===== config.mk =====
export PLATFORM = sky130hd
export DESIGN_NAME = gtag_front
export DESIGN_NICKNAME = d
export VERILOG_FILES = /design/src/design/gtag_pkg.sv /design/src/design/gtag_front.sv
export SDC_FILE = /design/constraint.sdc
export NUM_CORES = 1
export LEC_CHECK = 0
export ABC_AREA = 1
export BUFFER_PORTS_ARGS = -buffer_cell sky130_fd_sc_hd__buf_2
export CAP_MARGIN = 25
export CORE_AREA = 10 10 292 294
export CTS_CLUSTER_DIAMETER = 80
export DETAILED_ROUTE_END_ITERATION = 6
export DIE_AREA = 0 0 302 304
export PLACE_DENSITY_LB_ADDON = 0.12
export SLEW_MARGIN = 20
export SYNTH_ARGS = -nofsm -noshare
export SYNTH_HDL_FRONTEND = slang
export SYNTH_SLANG_ARGS = --single-unit

===== constraint.sdc =====
create_clock -name clock -period 55.6 [get_ports clock]
set_clock_uncertainty 0.15 [all_clocks]
set_input_delay 16.68 -clock clock [delete_from_list [all_inputs] [get_ports clock]]
set_output_delay 16.68 -clock clock [all_outputs]
set_load 0.01 [all_outputs]

===== src/design/gtag_pkg.sv =====
// Shared types, register indexes and the GF(2^128) multiply for the GHASH tag engine.
// No dependencies; imported by every design module except gtag_checker.
`default_nettype none

package gtag_pkg;

   localparam int BLOCK_W  = 128;
   localparam int HALF_W   = 64;
   localparam int CSR_AW   = 2;
   localparam int TAGB_W   = 5;
   localparam int TAG_BYTES_MAX = 16;

   // configuration register indexes
   localparam logic [CSR_AW-1:0] CSR_HASH_KEY_HI = 2'd0;
   localparam logic [CSR_AW-1:0] CSR_HASH_KEY_LO = 2'd1;
   localparam logic [CSR_AW-1:0] CSR_TAG_BYTES   = 2'd2;

   localparam logic [TAGB_W-1:0] TAG_BYTES_RESET = 5'd16;

   // one block item, halves joined as {hi, lo}
   typedef struct packed {
      logic [BLOCK_W-1:0] block;
      logic               first;
      logic               last;
      logic [BLOCK_W-1:0] mask;
      logic [BLOCK_W-1:0] expect_tag;
   } item_type;

   // queue status seen by the front and back
   typedef struct packed {
      logic full;
      logic vld;
   } qstat_type;

   // GCM multiply: bit 127 of the word is the x^0 coefficient (reflected order),
   // reduction by x^128 + x^7 + x^2 + x + 1.
   function automatic logic [BLOCK_W-1:0] gcm_field_mul(input logic [BLOCK_W-1:0] a,
                                                        input logic [BLOCK_W-1:0] b);
      logic [2*BLOCK_W-2:0] p;
      logic [133:0]         t;
      logic [12:0]          u;
      logic [BLOCK_W-1:0]   low;
      logic [BLOCK_W-1:0]   r;
      p = '0;
      // carry-less product, each output bit an independent XOR tree
      for (int i = 0; i < BLOCK_W; i++) begin
         for (int j = 0; j < BLOCK_W; j++) begin
            p[i+j] = p[i+j] ^ (a[BLOCK_W-1-i] & b[BLOCK_W-1-j]);
         end
      end
      // first fold of the upper 127 coefficients
      t = {7'd0, p[254:128]} ^ {6'd0, p[254:128], 1'b0} ^
          {5'd0, p[254:128], 2'b0} ^ {p[254:128], 7'b0};
      // second fold of the few bits that spill over degree 127
      u = {7'd0, t[133:128]} ^ {6'd0, t[133:128], 1'b0} ^
          {5'd0, t[133:128], 2'b0} ^ {t[133:128], 7'b0};
      low = p[127:0] ^ t[127:0] ^ {115'd0, u};
      for (int k = 0; k < BLOCK_W; k++) begin
         r[k] = low[BLOCK_W-1-k];
      end
      return r;
   endfunction

endpackage

`default_nettype wire


===== src/design/gtag_front.sv =====
// Front end: input register that accepts items and sorts out their fields.
// Depends on gtag_pkg.
`default_nettype none

module gtag_front (
   input  wire logic                clock,
   input  wire logic                reset,
   input  wire logic                req_tvalid,
   output      logic                req_tready,
   input  wire logic [383:0]        req_tdata,   // block_hi, block_lo, mask_hi, mask_lo,
                                                 // expect_hi, expect_lo
   input  wire logic                req_tlast,   // last_block
   input  wire logic [0:0]          req_tuser,   // first_block
   input  wire gtag_pkg::qstat_type q_stat,
   output      logic                push,
   output      gtag_pkg::item_type  push_item
);
   import gtag_pkg::*;

   logic     vld_ff, vld_in;
   item_type item_ff, item_in;
   logic     take;

   // ready whenever the holding register is empty or moving on
   assign push       = vld_ff & ~q_stat.full;
   assign req_tready = ~vld_ff | ~q_stat.full;
   assign take       = req_tvalid & req_tready;
   assign push_item  = item_ff;

   // unpack the bus into an item
   always_comb begin
      item_in            = item_ff;
      if (take) begin
         item_in.block      = {req_tdata[63:0],    req_tdata[127:64]};
         item_in.mask       = {req_tdata[191:128], req_tdata[255:192]};
         item_in.expect_tag = {req_tdata[319:256], req_tdata[383:320]};
         item_in.first      = req_tuser[0];
         item_in.last       = req_tlast;
      end
      vld_in = take | (vld_ff & ~push);
   end

   always_ff @(posedge clock) begin
      if (reset) begin
         vld_ff <= 1'b0;
      end else begin
         vld_ff <= vld_in;
      end
      item_ff <= item_in;
   end

endmodule

`default_nettype wire


==> results.md, run 1 <==
- Critical path's top delay family: buffers and inverters
- Post-CTS setup repair buffer count: 0
- Crit path depth: 3
- Worst setup EP type: primary output
- Most used DFF post-synth: edfxtp_1
- Clock Path Buffers: 3
- I/O Pins: 779
- EDFF count, synth: 386
- Reg2Reg Capture Point: push_item[227]
- R2R depth: 4
- Adder-cell area share of the yosys netlist: 0%
- Count leader, synth: edfxtp_1
- Syn_area_per_cell: 29.6 sq um
- Fillers: 8536
- Worst slew margin: 33.4%
- Post-CTS Resized: 0
- Power density cells: 37.4 nW/um^2
- FF-to-FF Start: vld_ff
- Sequential fraction of the synthesis area: 99.7%
- Clk pwr share: 42.4%
- Post-route ant nets: 0
- Die ar.: about 92000 sq um
- CP startpoint kind: primary input
- Worst Path Buf+Inv: 2
- Pin count of the biggest net entering global routing: 146
- Synth Area in Simple Gates: 0.0860%
- Main combinational cell family by area after synthesis: compound AO/OA/AOI/OAI gates
- GP Congestion: 0.729
- Drt drc: 0
- Combinational power share: 7.3%
- CP dominant cell by count: buf_2
- Worst vdd ir: 0.0175 mV
- Leading area contributor after synthesis: edfxtp_1
- Unrepaired setup endpoints after global routing: no
- Overall Power: 688 uW
- Rows: 104
- Layout area overhead: 57.9%
- Sequential Power Share: 50.3%
- Post-CTS Hold Fix Bufs: 0
- Overflow after GRT: 0
- Post-Layout Cell Count: 2323
- Int Pwr: approximately 530 uW
- Clock Pin Slew Worst Setup and Hold Paths: approximately 0.060 ns
- Post-Synth XOR/XNOR Area: 0%
- Clock latency on the worst-skew pair: 0.56 ns
- Part of the cycle the worst path needs: approximately 61%
- Sink Count: 387
- DIE HEIGHT: 304 um
- Crit path max-delay cell type: buf_2
- Area fraction in compound gates after synthesis: 0.118%
- Post-route minimum period: 33.87 ns
- Nets: 1615
- Via density: 3.15
- CP Cell Sequence: buf_2 -> nor2_1 -> buf_2
- Final slew viol count: 0
- CTS HTree Levels: 2
- TritonCTS clock tree: built
- Top cells by count, synth: edfxtp_1 (386), inv_1 (2)
- Seq cells post-synth: 387
- Crit path required time: roughly 39 ns
- Hold slack: 0.382 ns
- Post-synth ARST share: 0%
- Synth cell types: 7
- Clock buffer count from CTS: 47
- Max incr delay on CP: 0.13 ns
- Proportion of synthesized area in mux cells: 0%
- CP Data Arrival Time: 17.04 ns
- Setup TNS: 0 ns
- CTS root buf: clkbuf_16
- Die width: 302 um
- Worst setup endpoint: push
- Switch Pwr: 153 uW
- Number of port buffers: 777
- YS warnings: 0
- Worst Setup SP: q_stat[1]
- Area contributors post-synth: edfxtp_1 (100%), dfxtp_1 (0.17%), a21oi_2 (0.075%)
- Hold Crit Class: register to register
- Sw Share: 22.3%
- Crit Path Max Fanout: 3
- Leakage: 7.55 nW
- GR Util All Layers: 9.65%
- Final Hold Fails: 0
- Worst R2R Setup Slack: 52.18 ns
- Vias after detailed routing: between 7000 and 8000
- Vias in the first global route: 8108
- Global-route wire length before repair: approximately 63 mm
- Initial drt markers: 301
- Netlist Area Pre-Place: 11600 sq um
- Syn Inst Count: 393
- Final setup fails: 0
- Status: complete, no violations
- Total length of routed wires: ~47 mm
- WS Path Type: primary input to primary output
- Area share of the largest cell type after synthesis: 99.6%
- Max cap viols: 0
- Placed cells: 2235
- WL/cell: approximately 20 um
- Layout cell share with drive strength beyond 1: 67.1%
- Initial antenna violation count: 13
- HPWL after detailed placement: approximately 38 mm
- Slew @ Worst Pin: between 0.9 and 1 ns
- Net count after synthesis: 784
- CORE AREA: 79600 sq um
- Initial Util: about 15%
- Achievable Freq: 29.5 MHz
- DRT Pass-1 Iters: 6
[through the flow]
stage / area [sq um] / utilization [%] / worst slack, ns
2_1_floorplan: 11600 / - / 18.95
3_3_place_gp: 16900 / 21.2 / 21.72
3_5_place_dp: 16900 / 21.2 / 21.73
4_1_cts: 18400 / 23.1 / 21.73
5_1_grt: 18400 / 23.1 / 21.71
6_report: 18400 / 23.1 / 21.73
[worst register-to-register path: stages (launching register included)]
cell and delay [ns]:
dfxtp_1 0.35, a21oi_4 0.17, buf_4 0.72, buf_4 0.97
buf_4 0.68
[registers in the layout, summed over array words and instances (netlist names)]
register and cells:
push_item 386, vld_ff 1
[final cells by class]
class | count | area, sq um | share of cell area, %
Clock buffer | 64 | 1260 | 6.86
Antenna cell | 4 | 10.0 | 0.0545
Tap cell | 1060 | 1330 | 7.22
Inverter | 2 | 7.51 | 0.0408
Timing Repair Buffer | 782 | 3940 | 21.4
Sequential cell | 387 | 11600 | 63.2
Clock inverter | 20 | 189 | 1.03
Multi-Input combinational cell | 4 | 35.0 | 0.191
[per-layer routing]
layer	routed length (um)	part of all wire [%]	vias up	global-route usage [%]
met4	1030	2.2	8	2.82
li1	-	-	3288	-
met3	5760	12	67	5.11
met1	14400	31	3534	8.45
met5	57	0.12	-	0
met2	25600	55	429	18.5
[layout by cell type, fill, tap and decap left out, drive strengths merged]
master      n
clkinvlp    1
nand2       1
inv         4
nor2        1
diode       4
a21oi       2
clkbuf     64
edfxtp    386
dfxtp       1
clkinv     14
bufinv      3
buf       782
[power by group through the flow]
stage	combinational [mW]	clock, mW	sequential [mW]
after floorplan	0.00515	0	0.374
after global routing	0.0546	0.318	0.348
after global placement	0.0523	0	0.352
final	0.0500	0.292	0.346
after detailed placement	0.0523	0	0.352
after CTS	0.0523	0.306	0.347
[cell families after synthesis]
group / Yosys count
flip-flops: 387
AO/OA/AOI/OAI: 2
buffers and inverters: 2
AND/OR/NAND/NOR: 2
[worst min-delay path by stage]
stage | start | endpoint | slack (ns) | depth (start not counted)
4_1_cts | vld_ff | vld_ff | 0.38 | 2
6_report | vld_ff | vld_ff | 0.38 | 2
5_1_grt | vld_ff | vld_ff | 0.41 | 2
2_1_floorplan | vld_ff | vld_ff | 0.35 | 2
3_5_place_dp | vld_ff | vld_ff | 0.37 | 2
3_3_place_gp | vld_ff | vld_ff | 0.37 | 2
(Power assumes the default switching activity.)
==> inputs of run 2 (changes only) <==
- clock period: 55.6 -> 30.9 ns (I/O delays scaled with it)
==> results.md, run 2 (synthesis results as in run 1) <==
- Status: complete, no violations (unchanged)
- HPWL after detailed placement: 37.7 mm (was 38.0 mm)
- Post-route minimum period: 19.05 ns
- I/O Pins: 779 (unchanged)
- Achievable Freq: 52.5 MHz
- Via density: 3.15 (about the same)
- CTS HTree Levels: 2 (unchanged)
- Overflow after GRT: 0 (unchanged)
- Vias after detailed routing: 7318 (was 7326)
- Commonest non-fill, non-tap cells in the layout: buf_2 (777), edfxtp_1 (386), clkbuf_16 (47) (was buf_2 (777), edfxtp_1 (386), clkbuf_16 (48))
- Final Hold Fails: 0 (unchanged)
- WS Path Type: primary input to primary output (unchanged)
- WL/cell: 20.0 um (was 20.2 um)
- Post-CTS Resized: 0 (unchanged)
- TritonCTS clock tree: built (unchanged)
- Layout area overhead: 57.2% (was 57.9%)
- Power density cells: 66.2 nW/um^2 (was 37.4 nW/um^2)
- Layout cell share with drive strength beyond 1: 67.2% (was 67.1%)
- DIE HEIGHT: 304 um (unchanged)
- Nets: 1616 (was 1615)
- Unrepaired setup endpoints after global routing: no (unchanged)
- Initial drt markers: 280 (was 301)
- Global-route wire length before repair: 62.1 mm (was 63.2 mm)
- Final setup fails: 0 (unchanged)
- Part of the cycle the worst path needs: 61.6%
- Final slew viol count: 0 (unchanged)
- Max incr delay on CP: 0.13 ns (about the same)
- Worst vdd ir: 0.0407 mV (was 0.0175 mV)
- Initial antenna violation count: 14 (was 13)
- Worst slew margin: 33.9% (was 33.4%)
- Initial Util: 14.6% (unchanged)
- Crit path max-delay cell type: buf_2 (unchanged)
- Post-CTS Hold Fix Bufs: 0 (unchanged)
- Fillers: 8551 (was 8536)
- Clock Pin Slew Worst Setup and Hold Paths: 0.05 ns (was 0.06 ns)
- Clock Path Buffers: 3 (unchanged)
- Max reg flops: 386 (unchanged)
- Number of port buffers: 777 (unchanged)
- Crit path required time: 21.48 ns (was 38.77 ns)
- Drt drc: 0 (unchanged)
- CP Cell Sequence: buf_2 -> nor2_1 -> buf_2 (unchanged)
- CORE AREA: 79600 sq um (unchanged)
- Hold slack: 0.380 ns (was 0.382 ns)
- GP Congestion: 0.729 (about the same)
- Crit Path Max Fanout: 3 (unchanged)
- Total length of routed wires: 46.6 mm (was 46.9 mm)
- DRT Pass-1 Iters: 4 (was 6)
- Sink Count: 387 (unchanged)
- Pin count of the biggest net entering global routing: 75 (was 146)
- GR Util All Layers: 9.48% (was 9.65%)
- Slew @ Worst Pin: 0.991 ns (was 1.00 ns)
- CP dominant cell by count: buf_2 (unchanged)
- CP startpoint kind: primary input (unchanged)
- Vias in the first global route: 8043 (was 8108)
- CP Data Arrival Time: 9.63 ns (was 17.04 ns)
- Clock latency on the worst-skew pair: 0.56 ns (about the same)
- Die width: 302 um (unchanged)
- Rows: 104 (unchanged)
- Max cap viols: 0 (unchanged)
- Hold Crit Class: register to register (unchanged)
- Post-route ant nets: 0 (unchanged)
- CTS root buf: clkbuf_16 (unchanged)
- Leakage: 7.52 nW (was 7.55 nW)
- Most common cell after layout, fill and taps aside: buf_2 (unchanged)
- Clock buffer count from CTS: 47 (unchanged)
- Overall Power: 1.21 mW (was 688 uW)
- Die ar.: 91800 sq um (unchanged)
- Worst setup EP type: primary output (unchanged)
- Setup TNS: 0 ns (unchanged)
- Post-CTS setup repair buffer count: 0 (unchanged)
-- run 2: cell types whose count changed in the layout (fill, tap and decap cells not counted) --
cell,delta
clkinv_8,-1
buf_4,+2
inv_6,+2
clkinv_1,+5
clkinv_2,+2
diode_2,+2
bufinv_16,-2
clkbuf_16,-1
clkbuf_1,-6
buf_12,-1
-- run 2: per-layer routing --
metal  vias to the layer above  routed length [um]  track usage [%]
met5                         -                  47                0
met2                       432               25500             18.1
li1                       3289                   -                -
met3                        57                5670             4.93
met4                         6                 895             2.63
met1                      3534               14500             8.44
-- run 2: final timing paths --
path         startpoint             end  slack [ns]  cells after the start
max reg2reg      vld_ff  push_item[311]       27.28                      4
max           q_stat[1]            push       11.85                      3
min reg2reg      vld_ff          vld_ff        0.38                      2
min              vld_ff          vld_ff        0.38                      2
-- run 2: cell type report --
class                   count  area, sq um  area share [%]
clock buffers              57         1210            6.63
clock inverters            26          159           0.868
repair buffers            783         3930            21.5
diodes                      6         15.0          0.0820
multi-input cells           4         35.0           0.191
well taps                1060         1330            7.25
flip-flops and latches    387        11600            63.4
inverters                   2         7.51          0.0410
-- run 2: worst max-delay path: cells and delay by family --
family | cells | cell delay (ns)
AND/OR/NAND/NOR | 1 | 0.09
buffers and inverters | 2 | 0.26
-- run 2: per-stage QoR --
step | instances | util, % | cell area, sq um | setup slack (ns)
after floorplan | 393 | - | 11600 | 1.66
after global placement | 2236 | 21.2 | 16900 | 11.85
after detailed placement | 2236 | 21.2 | 16900 | 11.85
after CTS | 2319 | 23.0 | 18300 | 11.85
after global routing | 2323 | 23.0 | 18300 | 11.83
final | 2325 | 23.0 | 18300 | 11.85
-- run 2: where the power goes --
group	internal, mW	total [mW]	switching (mW)
clock	0.286	0.499	0.212
combinational	0.0364	0.0899	0.0534
sequential	0.615	0.623	0.00740
