===== config.mk =====
export PLATFORM = sky130hd
export DESIGN_NAME = gtag_queue
export DESIGN_NICKNAME = d
export VERILOG_FILES = /design/src/design/gtag_pkg.sv /design/src/design/gtag_queue.sv
export SDC_FILE = /design/constraint.sdc
export NUM_CORES = 1
export LEC_CHECK = 0
export ABC_AREA = 1
export BUFFER_PORTS_ARGS = -buffer_cell sky130_fd_sc_hd__buf_2
export CAP_MARGIN = 20
export CORE_AREA = 4 4 304 306
export DETAILED_ROUTE_END_ITERATION = 8
export DIE_AREA = 0 0 308 310
export SYNTH_ARGS = -nofsm -noshare
export SYNTH_HDL_FRONTEND = slang
export SYNTH_SLANG_ARGS = --single-unit

===== constraint.sdc =====
create_clock -name clock -period 11.93 [get_ports clock]
set_input_delay 0.5965 -clock clock [delete_from_list [all_inputs] [get_ports clock]]
set_output_delay 0.5965 -clock clock [all_outputs]
set_load 0.01 [all_outputs]

===== src/design/gtag_pkg.sv =====
// Shared types, register indexes and the GF(2^128) multiply for the GHASH tag engine.
// No dependencies; imported by every design module except gtag_checker.
`default_nettype none

package gtag_pkg;

   localparam int BLOCK_W  = 128;
   localparam int HALF_W   = 64;
   localparam int CSR_AW   = 2;
   localparam int TAGB_W   = 5;
   localparam int TAG_BYTES_MAX = 16;

   // configuration register indexes
   localparam logic [CSR_AW-1:0] CSR_HASH_KEY_HI = 2'd0;
   localparam logic [CSR_AW-1:0] CSR_HASH_KEY_LO = 2'd1;
   localparam logic [CSR_AW-1:0] CSR_TAG_BYTES   = 2'd2;

   localparam logic [TAGB_W-1:0] TAG_BYTES_RESET = 5'd16;

   // one block item, halves joined as {hi, lo}
   typedef struct packed {
      logic [BLOCK_W-1:0] block;
      logic               first;
      logic               last;
      logic [BLOCK_W-1:0] mask;
      logic [BLOCK_W-1:0] expect_tag;
   } item_type;

   // queue status seen by the front and back
   typedef struct packed {
      logic full;
      logic vld;
   } qstat_type;

   // GCM multiply: bit 127 of the word is the x^0 coefficient (reflected order),
   // reduction by x^128 + x^7 + x^2 + x + 1.
   function automatic logic [BLOCK_W-1:0] gcm_field_mul(input logic [BLOCK_W-1:0] a,
                                                        input logic [BLOCK_W-1:0] b);
      logic [2*BLOCK_W-2:0] p;
      logic [133:0]         t;
      logic [12:0]          u;
      logic [BLOCK_W-1:0]   low;
      logic [BLOCK_W-1:0]   r;
      p = '0;
      // carry-less product, each output bit an independent XOR tree
      for (int i = 0; i < BLOCK_W; i++) begin
         for (int j = 0; j < BLOCK_W; j++) begin
            p[i+j] = p[i+j] ^ (a[BLOCK_W-1-i] & b[BLOCK_W-1-j]);
         end
      end
      // first fold of the upper 127 coefficients
      t = {7'd0, p[254:128]} ^ {6'd0, p[254:128], 1'b0} ^
          {5'd0, p[254:128], 2'b0} ^ {p[254:128], 7'b0};
      // second fold of the few bits that spill over degree 127
      u = {7'd0, t[133:128]} ^ {6'd0, t[133:128], 1'b0} ^
          {5'd0, t[133:128], 2'b0} ^ {t[133:128], 7'b0};
      low = p[127:0] ^ t[127:0] ^ {115'd0, u};
      for (int k = 0; k < BLOCK_W; k++) begin
         r[k] = low[BLOCK_W-1-k];
      end
      return r;
   endfunction

endpackage

`default_nettype wire


===== src/design/gtag_queue.sv =====
// Two-entry item queue between the front end and the hash back end.
// Depends on gtag_pkg.
`default_nettype none

module gtag_queue (
   input  wire logic                clock,
   input  wire logic                reset,
   input  wire logic                push,
   input  wire gtag_pkg::item_type  push_item,
   input  wire logic                pop,
   output      gtag_pkg::qstat_type q_stat,
   output      gtag_pkg::item_type  head_item
);
   import gtag_pkg::*;

   item_type   mem_ff [2];
   logic       wptr_ff, wptr_in;
   logic       rptr_ff, rptr_in;
   logic [1:0] cnt_ff, cnt_in;

   assign q_stat.full = (cnt_ff == 2'd2);
   assign q_stat.vld  = (cnt_ff != 2'd0);
   assign head_item   = mem_ff[rptr_ff];

   // pointer and fill bookkeeping
   always_comb begin
      wptr_in = wptr_ff ^ push;
      rptr_in = rptr_ff ^ pop;
      cnt_in  = cnt_ff + {1'b0, push} - {1'b0, pop};
   end

   always_ff @(posedge clock) begin
      if (reset) begin
         wptr_ff <= 1'b0;
         rptr_ff <= 1'b0;
         cnt_ff  <= 2'd0;
      end else begin
         wptr_ff <= wptr_in;
         rptr_ff <= rptr_in;
         cnt_ff  <= cnt_in;
      end
   end

   always_ff @(posedge clock) begin
      if (push) begin
         mem_ff[wptr_ff] <= push_item;
      end
   end

endmodule

`default_nettype wire


==> results of run 1 <==
## final timing paths
kind | startpoint | to | slack (ps)
worst max-delay path | rptr_ff$_SDFF_PP0_ | head_item[356] | 7340
worst min-delay path | push_item[232] | mem_ff[1][232]$_DFFE_PP_ | 160
worst max register to register | wptr_ff$_SDFF_PP0_ | mem_ff[1][318]$_DFFE_PP_ | 8020
worst min register to register | cnt_ff[1]$_SDFF_PP0_ | cnt_ff[1]$_SDFF_PP0_ | 570
## cell usage after synthesis (all sizes together)
cell,n
inv,7
nand2,4
mux2,386
xnor2,1
nor2,5
a21oi,1
nand3,1
ha,4
buf,43
dfxtp,4
edfxtp,772
## power groups by stage
| stage | clock network (mW) | registers [mW] | logic [mW] |
|---|---|---|---|
| 3_3_place_gp | 0 | 3.28 | 0.656 |
| 4_1_cts | 2.42 | 3.23 | 0.671 |
| 3_5_place_dp | 0 | 3.29 | 0.666 |
| 6_report | 2.35 | 3.23 | 0.656 |
| 2_1_floorplan | 0 | 3.33 | 0.381 |
| 5_1_grt | 2.54 | 3.25 | 0.706 |
## worst max-delay path, delay by kind of cell, from the launching register on
family	cells	cell delay [ps]
mux	1	440
flops	1	990
buf+inv	3	1730
## cell type report
| class | instances | share of cell area (%) |
|---|---|---|
| diodes | 14 | 0.0979 |
| clock buffers | 107 | 6.23 |
| clock inverters | 40 | 0.707 |
| inverters | 7 | 0.0735 |
| multi-input cells | 402 | 12.5 |
| flip-flops and latches | 776 | 65.0 |
| well taps | 1176 | 4.11 |
| repair buffers | 789 | 11.2 |
## logic make-up (layout without fill, tap and decap cells)
| kind of cell | after synthesis | in the layout | synth area share, % |
|---|---|---|---|
| multiplexers | 386 | 386 | 15.4 |
| AND/OR/NAND/NOR | 10 | 10 | 0.138 |
| flip-flops | 776 | 776 | 82.5 |
| buffers and inverters | 50 | 943 | 1.70 |
| other | 0 | 14 | 0 |
| XOR/XNOR | 1 | 1 | 0.0311 |
| AO/OA/AOI/OAI | 1 | 1 | 0.0177 |
| adder cells (fa/ha/maj) | 4 | 4 | 0.178 |
## layer usage
metal | share of wire [%] | GRT usage, % | routed length, µm | vias up
met3 | 8.5 | 5.06 | 5580 | 117
met5 | 0.10 | 0 | 66 | -
li1 | - | - | - | 6608
met2 | 53 | 23.4 | 34800 | 538
met4 | 3.0 | 4.63 | 2000 | 10
met1 | 35 | 14.0 | 23300 | 7089
## state kept, by name, indices dropped and copies added (netlist names)
name,cells
mem_ff,772
rptr_ff,1
cnt_ff,2
wptr_ff,1
==> metrics.cfg, run 1 <==
[synthesis]
synth_fp_nets = 1622
synth_top_area_share_pct = 82.2
synthDominantAreaCellType = sky130_fd_sc_hd__edfxtp_1
ys_top_cells_by_area = sky130_fd_sc_hd__edfxtp_1, sky130_fd_sc_hd__mux2_2, sky130_fd_sc_hd__buf_6, sky130_fd_sc_hd__dfxtp_1, sky130_fd_sc_hd__ha_1
synth-seq-area-share_pct = 82.5
synth_cell_types = 12
netlist_instances = 1228
netlist_area_um2 = 28200
yosysWarnings = 0
avgSynthCellArea_um2 = 23.0
ys_ff_latch = 776

[cells_and_area]
layout-drive-gt1-share_pct = 60.7
num-nets-final = 2451
layout.core_utilization_pct = 39.9
area_growth_pct = 26.9
fillCellCount = 8079
multiInputGateArea_um2 = 4470
layout.cells.most_common_list = sky130_fd_sc_hd__buf_2, sky130_fd_sc_hd__edfxtp_1, sky130_fd_sc_hd__mux2_2
non_filler_cells_final = 3311
most_common_cell_after_layout_fill_and_taps_aside = sky130_fd_sc_hd__buf_2
final_design_area_no_fill_um2 = 35800
area.sequential_um2 = 23300

[cts]
htree_num_levels = 3
cts_resized = 0
tritoncts_clock_tree = done
clk_pin_slew_ps = 60
cts_hold_buf = 0
tritoncts.num_buffers = 81
clock_latency_ps = 610
root_buffer = sky130_fd_sc_hd__clkbuf_16
clock_tree.buffer_depth = 3
postCtsSetupBuffers = 0
clk_sink_count = 776

[status]
status = finished clean

[run]
drv.max_cap_violation_count = 0

[sta]
slew_headroom_pct = 28.3
rsz0062_at_grt = false
fin_worst_skew_ps = 16.7
fin_hold_ws_ps = 164
max_freq_mhz = 218
hold_violation_total_from_the_final_report = 0
setup_ws_ps = 7340
fin_setup_tns_ps = 0
final_max_slew_viol_count = 0
final.min_clock_period_ps = 4590
tightestPinTransition_ps = 1080
setup_viol_count_final = 0
post-route-period-util_pct = 38.5

[placed_design]
numPortBuffers = 777
hpwl_um = 46300
cell_count_after_placement = 3150
dp_worst_setup_slack_ps = 7570
postPlaceCellArea_um2 = 33300
placer_s_final_routability_congestion_estimate = 0.834

[routing]
wl_um = 65800
route.detailed.vias_per_inst = 4.34
route.detailed.drc = 0
route.vias.total = 14362
drtPass1Iterations = 4
dr.first_iter.drc_count = 783
route.detailed.wl_per_inst_um = 19.9
final_antenna_net_count = 0

[power_and_ir_drop]
pwr-share-comb_pct = 10.5
power.sequential.fraction_pct = 51.8
p_sw_share_pct = 22.4
clockPowerShare_pct = 37.6
cellPowerDensity_nw_per_um2 = 174
p_leak_nw = 13.2
max-vdd-ir-drop_mv = 0.147
power.net_switching_mw = 1.40
finalPower_mw = 6.24
power.internal_mw = 4.84

[critical_path]
worst_path_max_delay_cell = sky130_fd_sc_hd__dfxtp_4
timing.critical_path.slowest_cell_delay_ps = 990
crit_path_frequent_cell = sky130_fd_sc_hd__buf_4
worst_endpoint_required_time_ps = 11330
timing.critical_path.fanout_max = 76
critical_path_at_ps = 4000
timing.critical_path.to_type = output port
category_of_the_worst_setup_path_launch_point = register
worstRegToRegCells = 4
path_cells = buf_4 > buf_4 > mux2_2 > buf_2
critPathKind = register to output port

[floorplan]
die_h_um = 310
fp.dieW_um = 308
core_ar_um2 = 89600
die_area_um2 = 95500
std_cell_rows = 110
io_pins = 778
initial_utilization_pct = 31.5

[global_routing]
maximum_number_of_pins_on_one_net_before_global_route_repair = 155
vias_in_the_first_global_route = 15481
grt_first_pass_wirelength_um = 94100
antenna_found_initial = 18
gr-total-overflow = 0
groute.usage.overall_pct = 13.0

[hold_path]
hold_class = input port to register
min_delay_path_depth = 1

(Power assumes the default switching activity.)
==> inputs of run 2 (changes only) <==
==> constraint.sdc (replaced) <==
create_clock -name clock -period 3.72 [get_ports clock]
set_input_delay 0.186 -clock clock [delete_from_list [all_inputs] [get_ports clock]]
set_output_delay 0.186 -clock clock [all_outputs]
set_load 0.01 [all_outputs]
==> metrics.cfg, run 2 (same netlist as run 1, synthesis figures left out) <==
[placed_design]
hpwl_um = 50500  ; +9.0%
postPlaceCellArea_um2 = 33700  ; +1.5%
placer_s_final_routability_congestion_estimate = 0.842  ; +1.0%
numPortBuffers = 777  ; unchanged
cell_count_after_placement = 3194  ; +1.4%
dp_worst_setup_slack_ps = 1540  ; -6030 ps

[cells_and_area]
top_regs = mem_ff (772), cnt_ff (2)
final_design_area_no_fill_um2 = 40200  ; +12%
most_flops_register = mem_ff
num-nets-final = 2887  ; +18%
non_filler_cells_final = 3742  ; +13%
layout-drive-gt1-share_pct = 52.2  ; -8.5 points
layout.cells.most_common_list = sky130_fd_sc_hd__buf_2, sky130_fd_sc_hd__edfxtp_1, sky130_fd_sc_hd__dlygate4sd3_1
fillCellCount = 7690  ; -4.8%
area_growth_pct = 42.6
largest_reg_flops = 772  ; unchanged
most_common_cell_after_layout_fill_and_taps_aside = sky130_fd_sc_hd__buf_2

[status]
status = finished clean

[run]
drv.max_cap_violation_count = 0  ; unchanged

[routing]
final_antenna_net_count = 0  ; unchanged
drtPass1Iterations = 4  ; unchanged
route.vias.total = 16356  ; +14%
dr.first_iter.drc_count = 838  ; +7.0%
route.detailed.drc = 0  ; unchanged
wl_um = 71900  ; +9.3%
route.detailed.wl_per_inst_um = 19.2  ; -3.3%
route.detailed.vias_per_inst = 4.37  ; +0.77%

[power_and_ir_drop]
cellPowerDensity_nw_per_um2 = 513  ; +190%
max-vdd-ir-drop_mv = 0.444  ; +200%
p_leak_nw = 15.1  ; +15%

[sta]
slew_headroom_pct = 37.2  ; +9.0 points
final_max_slew_viol_count = 0  ; unchanged
fin_hold_ws_ps = 279  ; +115 ps
rsz0062_at_grt = false
hold_violation_total_from_the_final_report = 0  ; unchanged
post-route-period-util_pct = 74.0
tightestPinTransition_ps = 941  ; -134 ps
fin_worst_skew_ps = 22.5  ; +5.76 ps
final.min_clock_period_ps = 2750
setup_viol_count_final = 0  ; unchanged
fin_setup_tns_ps = 0  ; unchanged
max_freq_mhz = 363
setup_ws_ps = 968  ; -6370 ps

[critical_path]
timing.critical_path.fanout_max = 50  ; -34%
timing.critical_path.to_type = output port
critPathKind = register to output port
critical_path_at_ps = 2570  ; -1430 ps
category_of_the_worst_setup_path_launch_point = register
worst_endpoint_required_time_ps = 3530  ; -7800 ps

[global_routing]
grt_first_pass_wirelength_um = 105000  ; +11%
vias_in_the_first_global_route = 18051  ; +17%
maximum_number_of_pins_on_one_net_before_global_route_repair = 92  ; -41%
gr-total-overflow = 0  ; unchanged
antenna_found_initial = 7  ; -11
groute.usage.overall_pct = 14.4  ; +1.3 points

[cts]
clock_tree.buffer_depth = 3  ; unchanged
tritoncts_clock_tree = done
clock_latency_ps = 630  ; +20 ps
clk_pin_slew_ps = 60  ; about the same
clk_sink_count = 776  ; unchanged
cts_resized = 0  ; unchanged
postCtsSetupBuffers = 0  ; unchanged
tritoncts.num_buffers = 83  ; +2.5%
htree_num_levels = 3  ; unchanged
cts_hold_buf = 390  ; +390
root_buffer = sky130_fd_sc_hd__clkbuf_16

[floorplan]
core_ar_um2 = 89600  ; unchanged
initial_utilization_pct = 31.5  ; unchanged
std_cell_rows = 110  ; unchanged
die_area_um2 = 95500  ; unchanged
die_h_um = 310  ; unchanged
io_pins = 778  ; unchanged
fp.dieW_um = 308  ; unchanged

[hold_path]
hold_class = input port to register

## run 2: cell count changes in the layout (fill, tap and decap cells not counted), sizes merged
| cell | before | now |
|---|---|---|
| clkinv | 31 | 36 |
| buf | 789 | 833 |
| dlygate4sd3 | 0 | 390 |
| bufinv | 2 | 3 |
| clkbuf | 107 | 104 |
| diode | 14 | 8 |
## run 2: stage by stage
| stage | power (mW) | utilization (%) |
|---|---|---|
| 6_report | 20.6 | 44.9 |
| 5_1_grt | 21.4 | 44.9 |
| 4_1_cts | 20.9 | 44.9 |
| 3_5_place_dp | 12.8 | 37.7 |
| 3_3_place_gp | 12.7 | 37.7 |
| 2_1_floorplan | 11.7 | - |
## run 2: final timing paths
check | from | cells past startpoint | endpoint | slack (ps)
min | push_item[278] | 2 | mem_ff[1][278]$_DFFE_PP_ | 280
max | rptr_ff$_SDFF_PP0_ | 3 | head_item[138] | 970
max reg2reg | wptr_ff$_SDFF_PP0_ | 4 | mem_ff[0][149]$_DFFE_PP_ | 1760
min reg2reg | cnt_ff[1]$_SDFF_PP0_ | 3 | cnt_ff[1]$_SDFF_PP0_ | 580
## run 2: area by class of cell
cell class,count,area [µm²],share of cell area (%)
Antenna cell,8,20.0,0.0498
Clock buffer,104,2200,5.47
Clock inverter,46,342,0.849
Inverter,7,26.3,0.0653
Multi-Input combinational cell,402,4470,11.1
Sequential cell,776,23300,57.9
Tap cell,1176,1470,3.66
Timing Repair Buffer,1223,8410,20.9
## run 2: report_power, final
part / switching, mW / total, mW / internal (mW)
registers: 0.144 / 10.4 / 10.2
clock network: 3.26 / 7.67 / 4.41
logic: 1.29 / 2.58 / 1.28
## run 2: critical path, cell delays in order, from the launching register on
cell and delay [ps]:
sky130_fd_sc_hd__dfxtp_4 950, sky130_fd_sc_hd__buf_12 350, sky130_fd_sc_hd__mux2_2 410, sky130_fd_sc_hd__buf_2 150
## run 2: layer usage
metal  track usage, %  up-vias  share of wire (%)  routed length [µm]
li1                 -     7466                  -                   -
met4             5.89        0                3.6                2600
met3             4.53      141                7.1                5120
met2             26.5      601                 54               38500
met5                0        -                  0                   0
met1             15.3     8148                 36               25700
==> inputs of run 3 (changes only) <==
==> constraint.sdc (replaced) <==
create_clock -name clock -period 2.73 [get_ports clock]
set_input_delay 0.1365 -clock clock [delete_from_list [all_inputs] [get_ports clock]]
set_output_delay 0.1365 -clock clock [all_outputs]
set_load 0.01 [all_outputs]
==> metrics.cfg, run 3 (same netlist as run 1, synthesis figures left out) <==
[status]
status = finished clean

[critical_path]
timing.critical_path.fanout_max = 46  ; -8.0%
r2r_slack_ps = 910  ; -850 ps
worst_path_max_delay_cell = sky130_fd_sc_hd__dfxtp_4
path_cells = buf_12 > buf_12 > mux2_2 > buf_2
timing.critical_path.slowest_cell_delay_ps = 480  ; -470 ps
crit_path_frequent_cell = sky130_fd_sc_hd__buf_12
worst_endpoint_required_time_ps = 2590  ; -940 ps
critPathKind = register to output port
timing.critical_path.to_type = output port
critical_path_at_ps = 2260  ; -310 ps
category_of_the_worst_setup_path_launch_point = register

[routing]
route.vias.total = 16322  ; -0.21%
wl_um = 71800  ; about the same
route.detailed.vias_per_inst = 4.37  ; about the same
dr.first_iter.drc_count = 935  ; +12%
route.detailed.drc = 0  ; unchanged
final_antenna_net_count = 0  ; unchanged
drtPass1Iterations = 7  ; +3
route.detailed.wl_per_inst_um = 19.2  ; +0.18%

[sta]
tightestPinTransition_ps = 622  ; -319 ps
post-route-period-util_pct = 87.8
hold_violation_total_from_the_final_report = 0  ; unchanged
final.min_clock_period_ps = 2400
final_max_slew_viol_count = 0  ; unchanged
fin_worst_skew_ps = 23.7  ; +1.18 ps
rsz0062_at_grt = false
max_freq_mhz = 417
setup_viol_count_final = 0  ; unchanged
slew_headroom_pct = 58.5  ; +21 points

[global_routing]
antenna_found_initial = 5  ; -2
grt.met2_usage_pct = 26.4  ; -0.15 points
grt_first_pass_wirelength_um = 105000  ; +0.48%
global_route.usage.met1_pct = 15.2  ; -0.028 points
grt.met3_usage_pct = 4.43  ; -0.10 points
gr-total-overflow = 0  ; unchanged
maximum_number_of_pins_on_one_net_before_global_route_repair = 91  ; -1.1%
groute.usage.overall_pct = 14.4  ; about the same
grt_most_used_layer = met2
vias_in_the_first_global_route = 18041  ; -0.055%

[cts]
htree_num_levels = 3  ; unchanged
cts_resized = 0  ; unchanged
clock_latency_ps = 630  ; about the same
clk_pin_slew_ps = 60  ; about the same
tritoncts_clock_tree = done
clock_tree.buffer_depth = 3  ; unchanged
root_buffer = sky130_fd_sc_hd__clkbuf_16
clk_sink_count = 776  ; unchanged
postCtsSetupBuffers = 0  ; unchanged
tritoncts.num_buffers = 81  ; -2.4%

[cells_and_area]
fillCellCount = 7664  ; -0.34%
non_filler_cells_final = 3733  ; -0.24%
most_flops_register = mem_ff
area.sequential_um2 = 23300  ; about the same
top_regs = mem_ff (772), cnt_ff (2)
largest_reg_flops = 772  ; unchanged
area_growth_pct = 43.0
num-nets-final = 2892  ; +0.17%
layout-drive-gt1-share_pct = 52.5  ; +0.26 points
layout.cells.most_common_list = sky130_fd_sc_hd__buf_2, sky130_fd_sc_hd__edfxtp_1, sky130_fd_sc_hd__dlygate4sd3_1
most_common_cell_after_layout_fill_and_taps_aside = sky130_fd_sc_hd__buf_2
multiInputGateArea_um2 = 4470  ; unchanged

[floorplan]
die_h_um = 310  ; unchanged
core_ar_um2 = 89600  ; unchanged
initial_utilization_pct = 31.5  ; unchanged
io_pins = 778  ; unchanged
die_area_um2 = 95500  ; unchanged
std_cell_rows = 110  ; unchanged
fp.dieW_um = 308  ; unchanged

[power_and_ir_drop]
p_leak_nw = 15.1  ; +0.31%
max-vdd-ir-drop_mv = 0.536  ; +21%
cellPowerDensity_nw_per_um2 = 703  ; +37%
finalPower_mw = 28.3  ; +38%

[placed_design]
hpwl_um = 50200  ; -0.54%
cell_count_after_placement = 3201  ; +0.22%
numPortBuffers = 777  ; unchanged
placer_s_final_routability_congestion_estimate = 0.862  ; +2.3%

[run]
drv.max_cap_violation_count = 0  ; unchanged

[hold_path]
hold_class = input port to register

-- run 3: changes by cell type in the layout (fill, tap and decap cells not counted), moves of 4 or more --
cell | previous run | this run
sky130_fd_sc_hd__buf_12 | 16 | 20
sky130_fd_sc_hd__bufinv_16 | 3 | 8
sky130_fd_sc_hd__inv_6 | 5 | 1
sky130_fd_sc_hd__clkinv_1 | 17 | 10
-- run 3: report_power, final --
| part | internal, mW | leakage [nW] | switching, mW | total, mW |
|---|---|---|---|---|
| combinational | 1.77 | 6.61 | 1.81 | 3.58 |
| clock | 6.35 | 1.24 | 4.33 | 10.7 |
| sequential | 13.9 | 7.28 | 0.160 | 14.1 |
| total | 22.0 | 15.1 | 6.29 | 28.3 |
-- run 3: repair_timing --
| item | CTS | global route |
|---|---|---|
| setup endpoints to repair | 0 | 0 |
| endpoints found under the hold margin | 776 | 0 |
| hold buffers | 390 | 0 |
-- run 3: path summary, 6_finish.rpt --
| check | startpoint | to | cells after the start |
|---|---|---|---|
| worst max-delay path | rptr_ff$_SDFF_PP0_ | head_item[171] | 4 |
| worst max register to register | wptr_ff$_SDFF_PP0_ | mem_ff[0][259]$_DFFE_PP_ | 3 |
| worst min register to register | cnt_ff[1]$_SDFF_PP0_ | cnt_ff[1]$_SDFF_PP0_ | 3 |
| worst min-delay path | push_item[261] | mem_ff[1][261]$_DFFE_PP_ | 2 |
-- run 3: layer usage --
metal | part of all wire (%) | up-vias | wire length (µm)
met5 | 0 | - | 0
met4 | 4.2 | 0 | 3020
met3 | 7.1 | 174 | 5080
met2 | 53 | 625 | 38100
met1 | 36 | 8052 | 25600
li1 | - | 7471 | -
-- run 3: critical path: cells and delay by family (launching register included) --
kind                   cells  cell delay, ps
buffers and inverters      3             660
DFF                        1             480
muxes                      1             380
-- run 3: cell type report --
cell class	count	area share, %
Inverter	7	0.0652
Timing Repair Buffer	1230	21.1
Antenna cell	6	0.0372
Multi-Input combinational cell	402	11.1
Clock inverter	34	0.943
Clock buffer	102	5.38
Tap cell	1176	3.65
Sequential cell	776	57.7
-- run 3: per-stage QoR --
stage / hold WS [ps] / util [%] / area [µm²] / setup slack, ps / TNS, ps
after global placement: 323 / 37.8 / 33900 / 941 / 0
final: 237 / 45.0 / 40300 / 334 / 0
after global routing: 191 / 45.0 / 40300 / 226 / 0
after floorplan: 196 / - / 28200 / -869 / -652490
after detailed placement: 328 / 37.8 / 33900 / 872 / 0
after CTS: 163 / 45.0 / 40300 / 247 / 0
